### config.mk
export PLATFORM = sky130hd
export DESIGN_NAME = tae_regfile
export DESIGN_NICKNAME = d
export VERILOG_FILES = /design/src/tae_pkg.sv /design/src/tae_regfile.sv
export SDC_FILE = /design/constraint.sdc
export NUM_CORES = 1
export LEC_CHECK = 0
export BUFFER_PORTS_ARGS = -buffer_cell sky130_fd_sc_hd__buf_2
export CAP_MARGIN = 10
export CORE_UTILIZATION = 60
export CTS_CLUSTER_DIAMETER = 60
export DETAILED_ROUTE_END_ITERATION = 16
export GPL_TIMING_DRIVEN = 0
export PLACE_DENSITY = 0.78
export SLEW_MARGIN = 5
export SYNTH_ARGS = -nofsm -noshare
export SYNTH_HDL_FRONTEND = slang
export SYNTH_SLANG_ARGS = --single-unit
### constraint.sdc
create_clock -name clk_i -period 2.6 [get_ports clk_i]
set_clock_uncertainty 0.15 [all_clocks]
set_input_delay 0.26 -clock clk_i [delete_from_list [all_inputs] [get_ports clk_i]]
set_output_delay 0.26 -clock clk_i [all_outputs]
set_load 0.05 [all_outputs]
### src/tae_pkg.sv
`timescale 1ns / 1ps

package tae_pkg;

  // architectural sizes
  localparam int REG_COUNT = 16;
  localparam int MEM_WORDS = 1024;
  localparam int REG_AW    = $clog2(REG_COUNT);
  localparam int MEM_AW    = $clog2(MEM_WORDS);

  // operation codes
  typedef enum logic [5:0] {
    K_ADC    = 6'd0,
    K_ADD_DM = 6'd1,
    K_ADD_NM = 6'd2,
    K_ADD_DI = 6'd3,
    K_ADD_NI = 6'd4,
    K_AND    = 6'd5,
    K_ASR_I  = 6'd6,
    K_ASR_R  = 6'd7,
    K_BIC    = 6'd8,
    K_MOV_R  = 6'd9,
    K_EOR    = 6'd10,
    K_LSL_I  = 6'd11,
    K_LSL_R  = 6'd12,
    K_LSR_I  = 6'd13,
    K_LSR_R  = 6'd14,
    K_MOV_I  = 6'd15,
    K_MUL    = 6'd16,
    K_MVN    = 6'd17,
    K_NEG    = 6'd18,
    K_ORR    = 6'd19,
    K_ROR    = 6'd20,
    K_SBC    = 6'd21,
    K_SUB_DI = 6'd22,
    K_SUB_NI = 6'd23,
    K_SUB_DM = 6'd24,
    K_SUB_NM = 6'd25,
    K_LDR    = 6'd26,
    K_STR    = 6'd27,
    K_LDRB   = 6'd28,
    K_STRB   = 6'd29,
    K_LDRH   = 6'd30,
    K_STRH   = 6'd31,
    K_LDRSB  = 6'd32
  } kind_e;

  // barrel shifter operations
  typedef enum logic [1:0] {
    SH_LSL = 2'd0,
    SH_LSR = 2'd1,
    SH_ASR = 2'd2,
    SH_ROR = 2'd3
  } shift_e;

  // execute result and write controls
  typedef struct packed {
    logic [31:0] result;
    logic        carry;
    logic        rf_we;
    logic        mem_we;
  } ex_t;

  // three-operand forms take their first operand from src_a instead of dest
  function automatic logic uses_src_a(input logic [5:0] kind);
    uses_src_a = (kind == K_ADD_NM) || (kind == K_ADD_NI) ||
                 (kind == K_SUB_NI) || (kind == K_SUB_NM);
  endfunction

endpackage

### src/tae_regfile.sv
`timescale 1ns / 1ps

module tae_regfile import tae_pkg::*; (
  input  logic        clk_i,
  input  logic        rst_ni,
  input  logic        rd_en_i,
  input  logic [3:0]  ra_a_i,
  input  logic [3:0]  ra_b_i,
  output logic [31:0] rdata_a_o,
  output logic [31:0] rdata_b_o,
  input  logic        we_i,
  input  logic [3:0]  wa_i,
  input  logic [31:0] wd_i
);

  logic [31:0]          regs [REG_COUNT];
  logic [REG_COUNT-1:0] vld_q;
  logic [31:0]          rdata_a_q;
  logic [31:0]          rdata_b_q;
  logic                 wr_ok;
  logic                 a_ok;
  logic                 b_ok;
  logic [REG_AW-1:0]    wa_idx;
  logic [REG_AW-1:0]    a_idx;
  logic [REG_AW-1:0]    b_idx;

  // index range checks
  assign wr_ok  = we_i && (32'(wa_i) < REG_COUNT);
  assign a_ok   = 32'(ra_a_i) < REG_COUNT;
  assign b_ok   = 32'(ra_b_i) < REG_COUNT;
  assign wa_idx = REG_AW'(wa_i);
  assign a_idx  = REG_AW'(ra_a_i);
  assign b_idx  = REG_AW'(ra_b_i);

  // storage, entries read as zero until first written
  always_ff @(posedge clk_i) begin
    if (wr_ok) begin
      regs[wa_idx] <= wd_i;
    end
  end

  always_ff @(posedge clk_i or negedge rst_ni) begin
    if (!rst_ni) begin
      vld_q <= '0;
    end else if (wr_ok) begin
      vld_q[wa_idx] <= 1'b1;
    end
  end

  // registered reads with write-through of the same-edge write
  always_ff @(posedge clk_i) begin
    if (rd_en_i) begin
      if (!a_ok) begin
        rdata_a_q <= '0;
      end else if (wr_ok && (wa_idx == a_idx)) begin
        rdata_a_q <= wd_i;
      end else begin
        rdata_a_q <= vld_q[a_idx] ? regs[a_idx] : '0;
      end
      if (!b_ok) begin
        rdata_b_q <= '0;
      end else if (wr_ok && (wa_idx == b_idx)) begin
        rdata_b_q <= wd_i;
      end else begin
        rdata_b_q <= vld_q[b_idx] ? regs[b_idx] : '0;
      end
    end
  end

  assign rdata_a_o = rdata_a_q;
  assign rdata_b_o = rdata_b_q;

endmodule

=== Yosys cells after proc, flatten, opt, wreduce, memory -nomap -nowiden ===
Memories as Yosys holds them, arrays and structs flattened.
Index checks and enable logic that the tools add are counted.

* Bits in registers: 80
* Output and inout bits: 64
* Word-level logic and storage cells: 26
* Memory bits (writable): 512
* Memories: 1

{| class="wikitable"
|+ Memory list
! memory !! words !! bits a word !! rd ports !! clocked after memory_dff !! write ports !! RTL line !! RTL
|-
| regs || 16 || 32 || 2 || 0 || 1 || tae_regfile.sv:16 || <nowiki>logic [31:0] regs [REG_COUNT];</nowiki>
|}

* Order comparisons: 4
* Bitwise gates (word level): 1
* Equality and inequality tests: 2
* Mux-type cells: 12
* Reduce and logical (&&, ||, !) cells: 3

{| class="wikitable"
|+ Operators with widths
! kind !! count
|-
| 32-bit two-way mux || 4
|-
| 16-bit bitwise OR || 1
|-
| 4-bit by 5-bit < comparator with 1-bit output, second input constant || 3
|-
| 1-bit binary-select mux with 4-bit select || 2
|-
| 4-bit == test || 2
|-
| 1-bit two-way mux || 5
|-
| 1-bit demux with 4-bit select || 1
|-
| 4-bit by 1-bit >= comparator with 1-bit output, second input constant || 1
|-
| 1-bit logical AND || 3
|}

=== Depth between registers and ports, before layout ===
* Word-level depth: 5
* Gate-level depth with buffers: 8

=== Worst setup path before layout ===
No wires, ideal clock.

* Path kind: input port to flip-flop
* From: in wa_i[2]
* To: mem regs[0][0], enable pin
* Stages: 2
* Path slack: -1.020 ns
* Buffers on the path: 0
* Arrival time: 3.008 ns
* Required time: 1.987 ns
* Cell sequence: or3b_2 nor3_1

{| class="wikitable"
|+ RTL lines
! item !! RTL line !! RTL
|-
| from (decl) || tae_regfile.sv:12 || <nowiki>input logic [3:0] wa_i,</nowiki>
|-
| to (decl) || tae_regfile.sv:16 ||
|}

No word-level cell before the write port.

=== Final worst setup path ===
* From: in ra_b_i[2]
* To: reg rdata_b_q[31] (netlist: rdata_b_o[31]), data pin

* Word-level cells in the longest chain between the ends: 4
* Elaborated cells on any way between the ends: 7
* Those cells by class: eq/ne (1); mux (4); reduce/logical (1); memory (1)

{| class="wikitable"
|+ RTL lines
! item !! RTL line !! RTL
|-
| from (decl) || tae_regfile.sv:8 || <nowiki>input logic [3:0] ra_b_i,</nowiki>
|-
| 1-bit binary-select mux with 4-bit select || tae_regfile.sv:65 || <nowiki>rdata_b_q <= vld_q[b_idx] ? regs[b_idx] : '0;</nowiki>
|-
| 1-bit two-way mux (implied by the code) || tae_regfile.sv:65 ||
|-
| 32-bit two-way mux || tae_regfile.sv:65 ||
|-
| 32-bit two-way mux (*) || tae_regfile.sv:62 || <nowiki>end else if (wr_ok && (wa_idx == b_idx)) begin</nowiki>
|-
| to (signal assigned) || tae_regfile.sv:63 || <nowiki>rdata_b_q <= wd_i;</nowiki>
|-
| to (signal assigned) || tae_regfile.sv:65 ||
|-
| to (decl) || tae_regfile.sv:19 || <nowiki>logic [31:0] rdata_b_q;</nowiki>
|}

Mark *: on every way between the ends. The rest lies on a longest branch, timed or not. The select of a mux whose other input is x is not followed.
A chain may end at the register's enable or synchronous reset.

==> results_dict.tcl <==
set metrics [dict create \
    gr-total-overflow 0 \
    antenna_found_initial 7 \
    clk_latency_ns 0.62 \
    p_switching_w 0.005582 \
    synth_top_area_share_pct 64.32 \
    seq_area_frac_synth_pct 65.81 \
    critPathRequiredTime_ns 2.76 \
    syn_inst 1366 \
    cp_cell_sequence "buf_2 -> clkbuf_1 -> buf_2 -> mux4_2 -> a22o_1 -> nor2_1 -> o31ai_1" \
    leakagePower_nw 10.11 \
    worstMarginPinSlew_ns 1.074 \
    dieWidth_um 213.7 \
    finalCriticalPeriod_ns 2.497 \
    met2_length_mm 36.18 \
    grt_use_total_pct 34.82 \
    critPathCaptureType "register" \
    worst_slack_ns 0.1028 \
    final_nets 1639 \
    status "finished clean" \
    seq_area_um2 17700 \
    cts_made_buffers 58 \
    clkPwrFrac_pct 37.5 \
    drive_gt1_share_pct 35.51 \
    pin_count 112 \
    crit_top_cell "buf_2" \
    path_clk_slew_ns 0.06 \
    post-cts-setup-buffers 0 \
    ant_nets 0 \
    clock_sinks 592 \
    maxUsedRoutingLayer "met4" \
    drt_first_iter_violations 2546 \
    drv_slew 0 \
    slew_headroom_pct 28.01 \
    setup_viol 0 \
    netlist_area_um2 26890 \
    crit_buf_inv 3 \
    n_fill_cell 2596 \
    maxCapViolations 0 \
    finish.utilization_pct 70.07 \
    coreArea_um2 44220 \
    crit_family "buffers and inverters" \
    critPathSlowestCell "o31ai_1" \
    path_max_fanout 10 \
    htree_num_levels 2 \
    pre_cts_ws_ns -0.2631 \
    start_util_pct 60.81 \
    portBuffers 102 \
    power_density_nw_per_um2 715.8 \
    hold_viol 0 \
    wl_met3_mm 9.673 \
    postLayoutCellArea_um2 30980 \
    final_cells 2239 \
    clock_path_buffers 3 \
    vias 16471 \
    cp-start-kind "input pin" \
    route.detailed.wl_per_inst_um 34.09 \
    first_pass_iters 7 \
    viasPerCell 7.356 \
    finalCritPeriodShare_pct 96.05 \
    yosys_warnings 0 \
    grt_max_degree 49 \
    syn_to_final_growth_pct 15.22 \
    rsz0062_at_grt "false" \
    final_cell_mix "edfxtp_1, mux4_2, buf_2, a22o_1, nor2_1" \
    synth_seq_cells 592 \
    yosysTopAreaCell "edfxtp_1" \
    p_int_w 0.01660 \
    dp_cells 2088 \
    cpPeakStageDelay_ns 0.68 \
    die_area_um2 45670 \
    grt_pass1_wl_mm 110.5 \
    fin_hold_ws_ns 0.04308 \
    layout_commonest_cell "edfxtp_1" \
    die_y_um 213.7 \
    multi_input_area_um2 8647 \
    synthTopCellsByArea "edfxtp_1, mux4_2, a22o_1" \
    switching_share_pct 25.17 \
    clockRootBuffer "clkbuf_16" \
    syn_area_per_cell_um2 19.69 \
    place_hpwl_mm 47.83 \
    hp-class "input pin to register" \
    cp_data_arrival_time_ns 2.66 \
    std_cell_rows 77 \
    p_comb_share_pct 12.7 \
    cts_tree "yes" \
    place_congestion 0.8485 \
    critPathKind "input pin to register" \
    drc 0 \
    synth_cell_types 24 \
    fmax_mhz 400.4 \
    grt_pass1_vias 16834 \
    post_dp_cell_area_um2 28750 \
    power_frac_seq_pct 49.7 \
    m1WireLength_mm 26.39 \
    drt-total-wl_mm 76.33 \
    ctsResizeCount 0 \
    synth_nets 1414 \
    ir_worst_vdd_mv 0.5501 \
    ctsHoldBuffers 35 \
]
[power by group through the flow]
stage               clock [W]  sequential [W]  combinational (W)
finish                0.00832          0.0110            0.00283
global route          0.00866          0.0111            0.00293
CTS                   0.00833          0.0110            0.00279
detailed placement          0          0.0112            0.00272
global placement            0          0.0112            0.00263
floorplan                   0          0.0117            0.00132
[layer usage]
metal  track usage, %  up-vias
li1                 -     6374
met1            45.65     8376
met2            53.45     1413
met3            9.856      308
met4            18.94        0
met5                0        -
[layout make-up]
class,count,share of cell area (%)
tap,592,2.391
antenna,8,0.06461
sequential,592,57.12
buffer,123,2.140
timing repair buffer,165,4.349
clock buffer,73,5.137
clock inverter,35,0.8965
multi-input combinational,651,27.91
[per-stage QoR]
step                power (W)  setup TNS [ns]
floorplan             0.01300          -72.96
global placement      0.01383        -1007.73
detailed placement    0.01394          -11.46
CTS                   0.02214               0
global route          0.02265               0
finish                0.02218               0
[registers in the layout, indices dropped and copies added, names as in the netlist]
register   flops
regs         512
rdata_a_o     32
rdata_b_o     32
vld_q         16
[Yosys cell counts]
library cell and number:
edfxtp_1 576, mux4_2 264, a22o_1 128, nor2_1 78, nand3_1 65, o31ai_1 64, clkbuf_1 52, buf_2 41
buf_4 20, dfrtp_1 16, or2_2 16, buf_6 10, nor3_1 6, xor2_1 6, and2_1 4, mux2i_1 4
nor2b_1 4, and2_0 2, mux2_2 2, nand2b_1 2, nand3b_1 2, xnor2_1 2, nand2_1 1, or3b_2 1
[final timing paths]
path / from / end / slack, ns / cells past startpoint
min reg2reg: vld_q[9]$_DFFE_PN0P_ / vld_q[9]$_DFFE_PN0P_ / 0.35 / 1
max: ra_b_i[2] / rdata_b_o[31]$_DFFE_PP_ / 0.10 / 7
max in group asynchronous: rst_ni / vld_q[3]$_DFFE_PN0P_ / 1.25 / 3
max reg2reg: vld_q[4]$_DFFE_PN0P_ / rdata_a_o[16]$_DFFE_PP_ / 0.19 / 5
min: wa_i[0] / regs[0][2]$_DFFE_PP_ / 0.04 / 2
min in group asynchronous: rst_ni / vld_q[11]$_DFFE_PN0P_ / 0.61 / 3
[kinds of logic after synthesis]
family | synth area share (%)
flip-flops | 65.81
multiplexers | 22.34
buffers and inverters | 2.466
XOR/XNOR | 0.2606
AND/OR/NAND/NOR | 3.164
AO/OA/AOI/OAI | 5.956
(Power assumes the default switching activity.)
